<file path="config.mk">
export PLATFORM = sky130hd
export DESIGN_NAME = packed_morse_decoder_unit_flat
export DESIGN_NICKNAME = d
export VERILOG_FILES = /design/src/rtl/pmd_pkg.sv /design/src/rtl/pmd_in_if.sv /design/src/rtl/pmd_out_if.sv /design/src/rtl/packed_morse_decoder_unit.sv /design/src/rtl/pmd_front.sv /design/src/rtl/pmd_queue.sv /design/src/rtl/pmd_back.sv /design/src/flat_wrapper.sv
export SDC_FILE = /design/constraint.sdc
export NUM_CORES = 1
export LEC_CHECK = 0
export ABC_AREA = 1
export BUFFER_PORTS_ARGS = -buffer_cell sky130_fd_sc_hd__clkbuf_2
export CORE_ASPECT_RATIO = 0.7
export CORE_MARGIN = 2
export CORE_UTILIZATION = 65
export DETAILED_ROUTE_END_ITERATION = 10
export PLACE_DENSITY = 0.82
export SYNTH_ARGS = -nofsm -noshare
export SYNTH_HDL_FRONTEND = slang
export SYNTH_SLANG_ARGS = --single-unit
</file>
<file path="constraint.sdc">
create_clock -name clk -period 11.5 [get_ports clk]
set_clock_uncertainty 0.1 [all_clocks]
set_input_delay 0 -clock clk [delete_from_list [all_inputs] [get_ports clk]]
set_output_delay 0 -clock clk [all_outputs]
set_load 0.1 [all_outputs]
</file>
<file path="src/rtl/pmd_pkg.sv">
`timescale 1ns / 1ps

package pmd_pkg;

    localparam int TABLE_ENTRIES_DEF = 44;
    localparam int MAX_SYMBOLS_DEF   = 6;
    localparam int QUEUE_DEPTH_DEF   = 2;

    localparam int ROM_SLOTS   = 64;
    localparam int CHAR_W      = 7;
    localparam int MAX_RESULTS = 4;
    localparam int IDX_W       = $clog2(MAX_RESULTS);
    localparam int NUM_W       = $clog2(MAX_RESULTS + 1);

    localparam logic [CHAR_W-1:0] SPACE_CHAR = 7'h20;

    typedef enum logic [1:0] {
        SYM_LETTER_GAP = 2'b00,
        SYM_DASH       = 2'b01,
        SYM_DOT        = 2'b10,
        SYM_WORD_GAP   = 2'b11
    } sym_t;

    typedef struct packed {
        logic [CHAR_W-1:0] ch;
        logic [2:0]        len;
        logic [5:0]        pat;
    } rom_entry_t;

    // characters produced by one input byte, in symbol order
    typedef struct packed {
        logic [MAX_RESULTS-1:0][CHAR_W-1:0] chars;
        logic [IDX_W-1:0]                   last_idx;
    } burst_t;

    function automatic rom_entry_t ent(input logic [7:0] c, input logic [2:0] n,
                                       input logic [5:0] p);
        rom_entry_t e;
        e.ch  = c[CHAR_W-1:0];
        e.len = n;
        e.pat = p;
        return e;
    endfunction

    localparam rom_entry_t LETTER_ROM [ROM_SLOTS] = '{
        0:  ent("A", 3'd2, 6'h01),  1: ent("B", 3'd4, 6'h08),
        2:  ent("C", 3'd4, 6'h0A),  3: ent("D", 3'd3, 6'h04),
        4:  ent("E", 3'd1, 6'h00),  5: ent("F", 3'd4, 6'h02),
        6:  ent("G", 3'd3, 6'h06),  7: ent("H", 3'd4, 6'h00),
        8:  ent("I", 3'd2, 6'h00),  9: ent("J", 3'd4, 6'h07),
        10: ent("K", 3'd3, 6'h05), 11: ent("L", 3'd4, 6'h04),
        12: ent("M", 3'd2, 6'h03), 13: ent("N", 3'd2, 6'h02),
        14: ent("O", 3'd3, 6'h07), 15: ent("P", 3'd4, 6'h06),
        16: ent("Q", 3'd4, 6'h0D), 17: ent("R", 3'd3, 6'h02),
        18: ent("S", 3'd3, 6'h00), 19: ent("T", 3'd1, 6'h01),
        20: ent("U", 3'd3, 6'h01), 21: ent("V", 3'd4, 6'h01),
        22: ent("W", 3'd3, 6'h03), 23: ent("X", 3'd4, 6'h09),
        24: ent("Y", 3'd4, 6'h0B), 25: ent("Z", 3'd4, 6'h0C),
        26: ent("1", 3'd5, 6'h0F), 27: ent("2", 3'd5, 6'h07),
        28: ent("3", 3'd5, 6'h03), 29: ent("4", 3'd5, 6'h01),
        30: ent("5", 3'd5, 6'h00), 31: ent("6", 3'd5, 6'h10),
        32: ent("7", 3'd5, 6'h18), 33: ent("8", 3'd5, 6'h1C),
        34: ent("9", 3'd5, 6'h1E), 35: ent("0", 3'd5, 6'h1F),
        36: ent(",", 3'd6, 6'h33), 37: ent("?", 3'd6, 6'h0C),
        38: ent(".", 3'd6, 6'h15), 39: ent("!", 3'd5, 6'h06),
        40: ent(":", 3'd6, 6'h38), 41: ent(8'h27, 3'd6, 6'h1E),
        42: ent("=", 3'd5, 6'h11), 43: ent(8'h22, 3'd6, 6'h12),
        default: '0
    };

endpackage

</file>
<file path="src/rtl/pmd_in_if.sv">
`timescale 1ns / 1ps

interface pmd_in_if;
    logic       valid;
    logic       ready;
    logic [7:0] packed_byte;
    logic       end_of_message;

    modport source (output valid, output packed_byte, output end_of_message, input ready);
    modport sink   (input valid, input packed_byte, input end_of_message, output ready);
endinterface

</file>
<file path="src/rtl/pmd_out_if.sv">
`timescale 1ns / 1ps

interface pmd_out_if;
    logic                        valid;
    logic                        ready;
    logic [pmd_pkg::CHAR_W-1:0] character;
    logic                        last_of_run;

    modport source (output valid, output character, output last_of_run, input ready);
    modport sink   (input valid, input character, input last_of_run, output ready);
endinterface

</file>
<file path="src/rtl/packed_morse_decoder_unit.sv">
`timescale 1ns / 1ps

// Packed Morse decoder. Each input transfer carries four 2-bit symbols (MSB pair
// first: 00 letter gap, 01 dash, 10 dot, 11 word gap) and an end-of-message flag
// that flushes the pending letter. A byte is decoded in the cycle it is accepted
// and its zero to four characters are queued as one entry; the output side sends
// one character per cycle while ready is high, flagging the last one of each byte
// with last_of_run. Input is taken every cycle while the queue has room, so a byte
// of n characters, at most four, is paced by the single character-wide output
// port. Characters reach the output through the queue registers. Bytes that yield
// nothing produce no output. No clearing pass at reset.
module packed_morse_decoder_unit #(
    parameter int TABLE_ENTRIES = pmd_pkg::TABLE_ENTRIES_DEF,
    parameter int MAX_SYMBOLS   = pmd_pkg::MAX_SYMBOLS_DEF,
    parameter int QUEUE_DEPTH   = pmd_pkg::QUEUE_DEPTH_DEF
) (
    input  logic      clk,
    input  logic      rst_n,
    pmd_in_if.sink    in_ch,
    pmd_out_if.source out_ch
);

    logic            push, pop, full, empty;
    pmd_pkg::burst_t push_data, head;

    pmd_front #(
        .TABLE_ENTRIES (TABLE_ENTRIES),
        .MAX_SYMBOLS   (MAX_SYMBOLS)
    ) u_front (
        .clk       (clk),
        .rst_n     (rst_n),
        .in_ch     (in_ch),
        .full      (full),
        .push      (push),
        .push_data (push_data)
    );

    pmd_queue #(
        .DEPTH (QUEUE_DEPTH)
    ) u_queue (
        .clk       (clk),
        .rst_n     (rst_n),
        .push      (push),
        .push_data (push_data),
        .pop       (pop),
        .head      (head),
        .full      (full),
        .empty     (empty)
    );

    pmd_back u_back (
        .clk    (clk),
        .rst_n  (rst_n),
        .head   (head),
        .empty  (empty),
        .pop    (pop),
        .out_ch (out_ch)
    );

endmodule

</file>
<file path="src/rtl/pmd_front.sv">
`timescale 1ns / 1ps

module pmd_front #(
    parameter int TABLE_ENTRIES = pmd_pkg::TABLE_ENTRIES_DEF,
    parameter int MAX_SYMBOLS   = pmd_pkg::MAX_SYMBOLS_DEF
) (
    input  logic            clk,
    input  logic            rst_n,
    pmd_in_if.sink          in_ch,
    input  logic            full,
    output logic            push,
    output pmd_pkg::burst_t push_data
);

    localparam int CNT_W = $clog2(MAX_SYMBOLS + 1);

    logic [MAX_SYMBOLS-1:0] pat_reg, pat_next;
    logic [CNT_W-1:0]       cnt_reg, cnt_next;
    logic                   spoiled_reg, spoiled_next;
    logic                   accept;
    logic [pmd_pkg::NUM_W-1:0] num;

    // {hit, character}; first matching slot wins
    function automatic logic [pmd_pkg::CHAR_W:0] lookup(input logic [MAX_SYMBOLS-1:0] pat,
                                                        input logic [CNT_W-1:0] cnt);
        logic                       hit;
        logic [pmd_pkg::CHAR_W-1:0] ch;
        pmd_pkg::rom_entry_t        e;
        hit = 1'b0;
        ch  = '0;
        for (int i = 0; i < pmd_pkg::ROM_SLOTS; i++)
        begin
            e = pmd_pkg::LETTER_ROM[i];
            if (i < TABLE_ENTRIES && !hit && e.len != 3'd0 && CNT_W'(e.len) == cnt
                && MAX_SYMBOLS'(e.pat) == pat)
            begin
                hit = 1'b1;
                ch  = e.ch;
            end
        end
        return {hit, ch};
    endfunction

    assign in_ch.ready = !full;
    assign accept      = in_ch.valid && in_ch.ready;

    always_comb
    begin
        logic [MAX_SYMBOLS-1:0]     pat;
        logic [CNT_W-1:0]           cnt;
        logic                       spl;
        logic                       emit;
        logic [pmd_pkg::CHAR_W-1:0] ech;
        logic [pmd_pkg::CHAR_W:0]   lk;
        pmd_pkg::sym_t              sym;
        pat  = pat_reg;
        cnt  = cnt_reg;
        spl  = spoiled_reg;
        lk   = '0;
        num  = '0;
        push_data = '0;
        for (int k = 0; k < 4; k++)
        begin
            sym  = pmd_pkg::sym_t'(in_ch.packed_byte[7 - 2 * k -: 2]);
            emit = 1'b0;
            ech  = '0;
            unique case (sym) inside
                pmd_pkg::SYM_LETTER_GAP:
                begin
                    lk   = lookup(pat, cnt);
                    emit = lk[pmd_pkg::CHAR_W] && cnt != '0 && !spl;
                    ech  = lk[pmd_pkg::CHAR_W-1:0];
                    pat  = '0;
                    cnt  = '0;
                    spl  = 1'b0;
                end
                pmd_pkg::SYM_WORD_GAP:
                begin
                    if (cnt == '0 && !spl)
                    begin
                        emit = 1'b1;
                        ech  = pmd_pkg::SPACE_CHAR;
                    end
                    else
                    begin
                        spl = 1'b1;
                    end
                end
                pmd_pkg::SYM_DOT, pmd_pkg::SYM_DASH:
                begin
                    if (!spl)
                    begin
                        if (cnt >= CNT_W'(MAX_SYMBOLS))
                        begin
                            spl = 1'b1;
                        end
                        else
                        begin
                            pat = {pat[MAX_SYMBOLS-2:0], sym == pmd_pkg::SYM_DASH};
                            cnt = cnt + 1'b1;
                        end
                    end
                end
                default:
                begin
                    spl = spl;
                end
            endcase
            if (emit && num != pmd_pkg::NUM_W'(pmd_pkg::MAX_RESULTS))
            begin
                push_data.chars[num[pmd_pkg::IDX_W-1:0]] = ech;
                num = num + 1'b1;
            end
        end
        // end of message: flush as a trailing letter gap
        if (in_ch.end_of_message)
        begin
            lk = lookup(pat, cnt);
            if (lk[pmd_pkg::CHAR_W] && cnt != '0 && !spl
                && num != pmd_pkg::NUM_W'(pmd_pkg::MAX_RESULTS))
            begin
                push_data.chars[num[pmd_pkg::IDX_W-1:0]] = lk[pmd_pkg::CHAR_W-1:0];
                num = num + 1'b1;
            end
            pat = '0;
            cnt = '0;
            spl = 1'b0;
        end
        push_data.last_idx = pmd_pkg::IDX_W'(num - 1'b1);
        pat_next     = pat;
        cnt_next     = cnt;
        spoiled_next = spl;
    end

    assign push = accept && num != '0;

    always_ff @(posedge clk or negedge rst_n)
    begin
        if (!rst_n)
        begin
            pat_reg     <= '0;
            cnt_reg     <= '0;
            spoiled_reg <= 1'b0;
        end
        else if (accept)
        begin
            pat_reg     <= pat_next;
            cnt_reg     <= cnt_next;
            spoiled_reg <= spoiled_next;
        end
    end

endmodule

</file>
<file path="src/rtl/pmd_queue.sv">
`timescale 1ns / 1ps

module pmd_queue #(
    parameter int DEPTH = pmd_pkg::QUEUE_DEPTH_DEF
) (
    input  logic            clk,
    input  logic            rst_n,
    input  logic            push,
    input  pmd_pkg::burst_t push_data,
    input  logic            pop,
    output pmd_pkg::burst_t head,
    output logic            full,
    output logic            empty
);

    localparam int PTR_W = (DEPTH > 1) ? $clog2(DEPTH) : 1;
    localparam int CNT_W = $clog2(DEPTH + 1);

    pmd_pkg::burst_t  slot_reg [DEPTH];
    logic [PTR_W-1:0] wr_ptr_reg, rd_ptr_reg;
    logic [CNT_W-1:0] fill_reg;

    assign full  = fill_reg == CNT_W'(DEPTH);
    assign empty = fill_reg == '0;
    assign head  = slot_reg[rd_ptr_reg];

    always_ff @(posedge clk)
    begin
        if (push)
        begin
            slot_reg[wr_ptr_reg] <= push_data;
        end
    end

    always_ff @(posedge clk or negedge rst_n)
    begin
        if (!rst_n)
        begin
            wr_ptr_reg <= '0;
            rd_ptr_reg <= '0;
            fill_reg   <= '0;
        end
        else
        begin
            if (push)
            begin
                wr_ptr_reg <= (wr_ptr_reg == PTR_W'(DEPTH - 1)) ? '0 : wr_ptr_reg + 1'b1;
            end
            if (pop)
            begin
                rd_ptr_reg <= (rd_ptr_reg == PTR_W'(DEPTH - 1)) ? '0 : rd_ptr_reg + 1'b1;
            end
            if (push && !pop)
            begin
                fill_reg <= fill_reg + 1'b1;
            end
            else if (pop && !push)
            begin
                fill_reg <= fill_reg - 1'b1;
            end
        end
    end

endmodule

</file>
<file path="src/rtl/pmd_back.sv">
`timescale 1ns / 1ps

module pmd_back (
    input  logic            clk,
    input  logic            rst_n,
    input  pmd_pkg::burst_t head,
    input  logic            empty,
    output logic            pop,
    pmd_out_if.source       out_ch
);

    logic [pmd_pkg::IDX_W-1:0] idx_reg;
    logic                      last;
    logic                      xfer;

    assign last               = idx_reg == head.last_idx;
    assign out_ch.valid       = !empty;
    assign out_ch.character   = head.chars[idx_reg];
    assign out_ch.last_of_run = last;
    assign xfer               = out_ch.valid && out_ch.ready;
    assign pop                = xfer && last;

    always_ff @(posedge clk or negedge rst_n)
    begin
        if (!rst_n)
        begin
            idx_reg <= '0;
        end
        else if (xfer)
        begin
            idx_reg <= last ? '0 : idx_reg + 1'b1;
        end
    end

endmodule

</file>
<file path="src/flat_wrapper.sv">
// flat-port wrapper written by rule: the top's interface ports become plain ports
module packed_morse_decoder_unit_flat 
#(
    parameter int TABLE_ENTRIES = pmd_pkg::TABLE_ENTRIES_DEF,
    parameter int MAX_SYMBOLS   = pmd_pkg::MAX_SYMBOLS_DEF,
    parameter int QUEUE_DEPTH   = pmd_pkg::QUEUE_DEPTH_DEF
)
  (clk, rst_n, in_ch_valid, in_ch_packed_byte, in_ch_end_of_message, in_ch_ready, out_ch_valid, out_ch_character, out_ch_last_of_run, out_ch_ready);
  pmd_in_if in_ch_i ();
  pmd_out_if out_ch_i ();
  input  logic clk;
  input  logic rst_n;
  input wire logic [$bits(in_ch_i.valid)-1:0] in_ch_valid;
  input wire logic [$bits(in_ch_i.packed_byte)-1:0] in_ch_packed_byte;
  input wire logic [$bits(in_ch_i.end_of_message)-1:0] in_ch_end_of_message;
  output wire logic [$bits(in_ch_i.ready)-1:0] in_ch_ready;
  output wire logic [$bits(out_ch_i.valid)-1:0] out_ch_valid;
  output wire logic [$bits(out_ch_i.character)-1:0] out_ch_character;
  output wire logic [$bits(out_ch_i.last_of_run)-1:0] out_ch_last_of_run;
  input wire logic [$bits(out_ch_i.ready)-1:0] out_ch_ready;
  assign in_ch_i.valid = in_ch_valid;
  assign in_ch_i.packed_byte = in_ch_packed_byte;
  assign in_ch_i.end_of_message = in_ch_end_of_message;
  assign in_ch_ready = in_ch_i.ready;
  assign out_ch_valid = out_ch_i.valid;
  assign out_ch_character = out_ch_i.character;
  assign out_ch_last_of_run = out_ch_i.last_of_run;
  assign out_ch_i.ready = out_ch_ready;
  packed_morse_decoder_unit #(.TABLE_ENTRIES(TABLE_ENTRIES), .MAX_SYMBOLS(MAX_SYMBOLS), .QUEUE_DEPTH(QUEUE_DEPTH)) u_core (.clk(clk), .rst_n(rst_n), .in_ch(in_ch_i), .out_ch(out_ch_i));
endmodule
</file>
==> qor_table.md <==
| Group | Metric | This run |
| --- | --- | --- |
| synthesis | Async S/R FF share, synth | 0.211 |
| detailed routing | Routed Wire Length | 34.6 mm |
| detailed routing | Via count | 12.9k |
| synthesis | Post-synth top flop | sky130_fd_sc_hd__edfxtp_1 |
| grt | Wire length of the first global-routing pass | 55.9 mm |
| critical path | Critical path startpoint category | flop |
| synthesis | Post-synthesis compound-gate area fraction | 0.123 |
| cts | Clock input transition at the sequential cells of the worst setup and hold paths | 0.07 ns |
| grt | Antenna violations before repair | 0 |
| synthesis | Yosys warning total | 0 |
| placed design | Input/output buffers | 22 |
| synthesis | Combined area of all synthesized cells | 11,000 um^2 |
| layout | Largest register FFs | 60 |
| sta | Slew Viols, Final | 0 |
| synthesis | Multiplexer share of the synthesized area | 0.00102 |
| synthesis | Adder-Cell Fraction of Synth Area | 0.0567 |
| cts | Depth of the CTS H-tree | 3 |
| layout | Count of antenna diodes in the layout | 0 |
| die | DIE AREA | 18,100 um^2 |
| critical path | CP Buf/Inv Count | 11 |
| cts | Clock buffers created by TritonCTS | 9 |
| power | Maximum VDD drop | 266 uV |
| critical path | Largest delay contributor family on the critical path | simple AND/OR/NAND/NOR gates |
| die | X dimension of the die | 160 um |
| layout | Layout cells sized above 1 | 0.0835 |
| sta | Final setup violation count | 0 |
| cts | Cell chosen for the clock root | sky130_fd_sc_hd__clkbuf_16 |
| grt | Routing usage on met3 | 0.0920 |
| cts | Worst-case clock buffer depth | 2 |
| synthesis | Number of enable-type register cells in the synthesized netlist | 60 |
| critical path | Required time at the worst-slack endpoint | 11.27 ns |
| sta | RSZ-0062 raised after global routing | false |
| cts | Number of sinks on the clock net | 76 |
| placed design | HPWL after DPL | 27.5 mm |
| detailed routing | Iteration count of the initial detailed-routing pass | 8 |
| sta | Timing-limited maximum frequency | 0.0966 GHz |
| critical path | Worst-path fanout max | 30 |
| detailed routing | Residual antenna-violating net count after detailed routing | 0 |
| power | Total power divided by cell area | 329 nW/um^2 |
| sta | Worst slew pin tran | 1.34 ns |
| power | Psw | 2.45 mW |
| die | Core Footprint | 16,400 um^2 |
| detailed routing | Starting DRC count in detailed routing | 1,762 |
| layout | Number of nets in the layout | 1,950 |
| critical path | Worst setup path class | reg2reg |
| synthesis | Distinct cell type count after synthesis | 60 |
| power | Clock power share | 0.072 |
| layout | Relative area change from synthesis to final layout | 5.62% |
| run | Max-cap violations | 0 |
| sta | Min cycle time layout | 10.35 ns |
| die | Overall die height | 113 um |
| cts | # Post-CTS Setup Buffers | 0 |
| hold path | Kind of path behind the tightest hold check | in2async |
| detailed routing | Average routed wire per standard cell | 16.3 um |
| critical path | Data arrival time of the critical path | 10.12 ns |
| critical path | Slowest cell on the critical path | sky130_fd_sc_hd__clkinvlp_4 |
| synthesis | Number of instances in the synthesized netlist | 1,869 |
| grt | Overall track demand over capacity in global routing | 0.377 |
| grt | Most utilized layer in the global route result | met2 |
| synthesis | Xor/xnor share of the synthesized area | 0.00556 |
| placed design | Final RePlAce weighted congestion | 1.06 |
| synthesis | Number of register bits inferred by synthesis | 76 |
| power | Leakage power summed over all cells | 5.63 nW |
| sta | Max transition margin | 0.0985 |
| critical path | Path length in cells of the critical path | 59 |
| power | Total internal power | 1.38 mW |
| synthesis | Synth Area in Simple Gates | 0.476 |
| outcome | Status | complete, no violations |
| grt | Aggregate global routing overflow | 0 |
| grt | Maximum number of pins on one net before global-route repair | 32 |
| sta | Final Hold Viols | 0 |
| sta | Final WS setup | 1.15 ns |
| die | Cell row count | 39 |
| detailed routing | Post-route DRC violation count | 0 |
| synthesis | Syn_area_per_cell | 5.90 um^2 |
| critical path | Critical path's most frequent cell | sky130_fd_sc_hd__nand3_1 |
| synthesis | Nets in the synthesized netlist | 1,932 |
| critical path | Reg2Reg Depth | 59 |
| sta | Ratio of final minimum period to clock period | 0.900 |
| layout | Area occupied by registers | 2200 um^2 |
| layout | Count of fill cells added during filler insertion | 1,497 |
| detailed routing | Via-to-Cell Ratio | 6.11 |
| critical path | Capturing element type of the critical path | flop |
| sta | Setup TNS | 0 ns |
| die | Num ports | 23 |
| grt | Global routing usage on met2 | 0.564 |
| power | Sequential power share | 0.129 |
| placed design | Worst Setup Slack post-DPL | 1.46 ns |
| power | Switching share of power | 0.639 |
| cts | CTS tree | done |
| synthesis | Dominant combinational cell family by area after synthesis | simple AND/OR/NAND/NOR gates |
| cts | Worst-skew pair later-pin latency | 0.34 ns |
| synthesis | Seq/Total Area, Yosys | 0.200 |
| layout | Area of the multi-input gates | 7320 um^2 |
| die | Starting density of the core | 0.671 |
| grt | Vias in the first global route | 11.5k |
| critical path | Largest stage delay, worst path | 0.61 ns |
| power | Relative contribution of combinational cells to total power | 0.799 |
| grt | Met1 layer usage reported by global route | 0.545 |
==> repair_timing <==
item,in CTS,in global routing
hold buffers,2,0
gates resized for setup,0,1
endpoints found under the setup margin,0,30
endpoints found under the hold margin,17,0
==> path summary, 6_finish.rpt <==
path	startpoint	slack, ns	endpoint
worst max register to register	u_core.u_front.spoiled_reg$_DFFE_PN0P_	1.15	u_core.u_queue.slot_reg[0][24]$_DFFE_PP_
max in group asynchronous	rst_n	10.94	u_core.u_queue.fill_reg[0]$_DFFE_PN0P_
min in group clk	in_ch_valid	0.14	u_core.u_front.pat_reg[3]$_DFFE_PN0P_
worst max-delay path	u_core.u_front.spoiled_reg$_DFFE_PN0P_	1.15	u_core.u_queue.slot_reg[0][24]$_DFFE_PP_
worst min-delay path	rst_n	0.04	u_core.u_front.pat_reg[0]$_DFFE_PN0P_
worst min register to register	u_core.u_queue.fill_reg[0]$_DFFE_PN0P_	0.41	u_core.u_queue.fill_reg[0]$_DFFE_PN0P_
==> power groups by stage <==
stage                     combinational [mW]  clock [mW]  sequential, mW
after global routing                    3.37       0.285           0.506
after detailed placement                2.94           0           0.497
after CTS                               2.96       0.275           0.493
after global placement                  2.90           0           0.493
after floorplan                         2.32           0           0.478
final                                   3.06       0.275           0.495
==> layout make-up <==
type,instances,area share
multi-input combinational,1402,0.628
clock buffer,9,0.0193
tap,225,0.0242
inverter,369,0.120
sequential,76,0.189
timing repair buffer,29,0.0144
clock inverter,7,0.00580
==> per-stage QoR <==
step                      instances  cell area, um^2   util  power (mW)  hold WS (ns)
after floorplan                1869            11000      -        2.80        -0.396
after global placement         2099            11300  0.690        3.39        -0.140
after detailed placement       2099            11300  0.690        3.44        -0.138
after CTS                      2117            11700  0.709        3.73        0.0521
after global routing           2117            11700  0.709        4.16        0.0909
final                          2117            11700  0.709        3.83        0.0436
==> Yosys cell counts, types with 25 or more instances <==
master,n,share of area
sky130_fd_sc_hd__nor2_1,378,0.13
sky130_fd_sc_hd__inv_1,340,0.12
sky130_fd_sc_hd__nand2_1,304,0.10
sky130_fd_sc_hd__nand3_1,146,0.066
sky130_fd_sc_hd__nand4_1,97,0.055
sky130_fd_sc_hd__nor3_1,76,0.034
sky130_fd_sc_hd__o21ai_0,75,0.034
sky130_fd_sc_hd__edfxtp_1,60,0.16
sky130_fd_sc_hd__ha_1,50,0.057
sky130_fd_sc_hd__a21oi_1,34,0.015
sky130_fd_sc_hd__o22ai_1,26,0.015
sky130_fd_sc_hd__nor4_1,25,0.014
==> cell usage in the layout, fill, tap and decap left out, types with 3 or more instances in the layout <==
master,n
sky130_fd_sc_hd__a21oi_1,34
sky130_fd_sc_hd__a31oi_1,16
sky130_fd_sc_hd__a21oi_2,3
sky130_fd_sc_hd__clkinv_1,5
sky130_fd_sc_hd__nand2_2,17
sky130_fd_sc_hd__nor3_2,3
sky130_fd_sc_hd__o21ai_0,75
sky130_fd_sc_hd__buf_4,5
sky130_fd_sc_hd__inv_6,3
sky130_fd_sc_hd__a211oi_1,3
sky130_fd_sc_hd__xor2_1,6
sky130_fd_sc_hd__inv_2,22
sky130_fd_sc_hd__nand2_4,9
sky130_fd_sc_hd__nor2_1,377
sky130_fd_sc_hd__nand3b_1,8
sky130_fd_sc_hd__nand3_1,146
sky130_fd_sc_hd__nor4_1,25
sky130_fd_sc_hd__clkbuf_2,22
sky130_fd_sc_hd__a2111oi_0,3
sky130_fd_sc_hd__nand2_1,304
sky130_fd_sc_hd__nor2_4,6
sky130_fd_sc_hd__o211ai_1,9
sky130_fd_sc_hd__nand4_1,97
sky130_fd_sc_hd__o21a_1,6
sky130_fd_sc_hd__o31ai_1,8
sky130_fd_sc_hd__clkbuf_16,9
sky130_fd_sc_hd__inv_1,339
sky130_fd_sc_hd__o21ai_1,14
sky130_fd_sc_hd__nor2_2,21
sky130_fd_sc_hd__o22ai_1,26
sky130_fd_sc_hd__o221ai_1,8
sky130_fd_sc_hd__dfrtp_1,16
sky130_fd_sc_hd__edfxtp_1,60
sky130_fd_sc_hd__nor3_1,76
sky130_fd_sc_hd__nor3b_1,4
sky130_fd_sc_hd__ha_1,50
sky130_fd_sc_hd__nand3_2,16
sky130_fd_sc_hd__o41ai_1,5
==> logic make-up after synthesis <==
group	after synthesis
AND/OR/NAND/NOR	1122
XOR/XNOR	7
multiplexers	1
AO/OA/AOI/OAI	222
buffers and inverters	391
adder cells (fa/ha/maj)	50
flip-flops	76
==> routing by layer <==
layer / share of wire / wire (um) / vias to the layer above
li1: - / - / 6239
met1: 0.43 / 14900 / 5742
met2: 0.41 / 14200 / 868
met3: 0.13 / 4670 / 94
met4: 0.025 / 850 / 0
met5: 0 / 0 / -
Note: power is estimated with default switching activity, not from simulation.
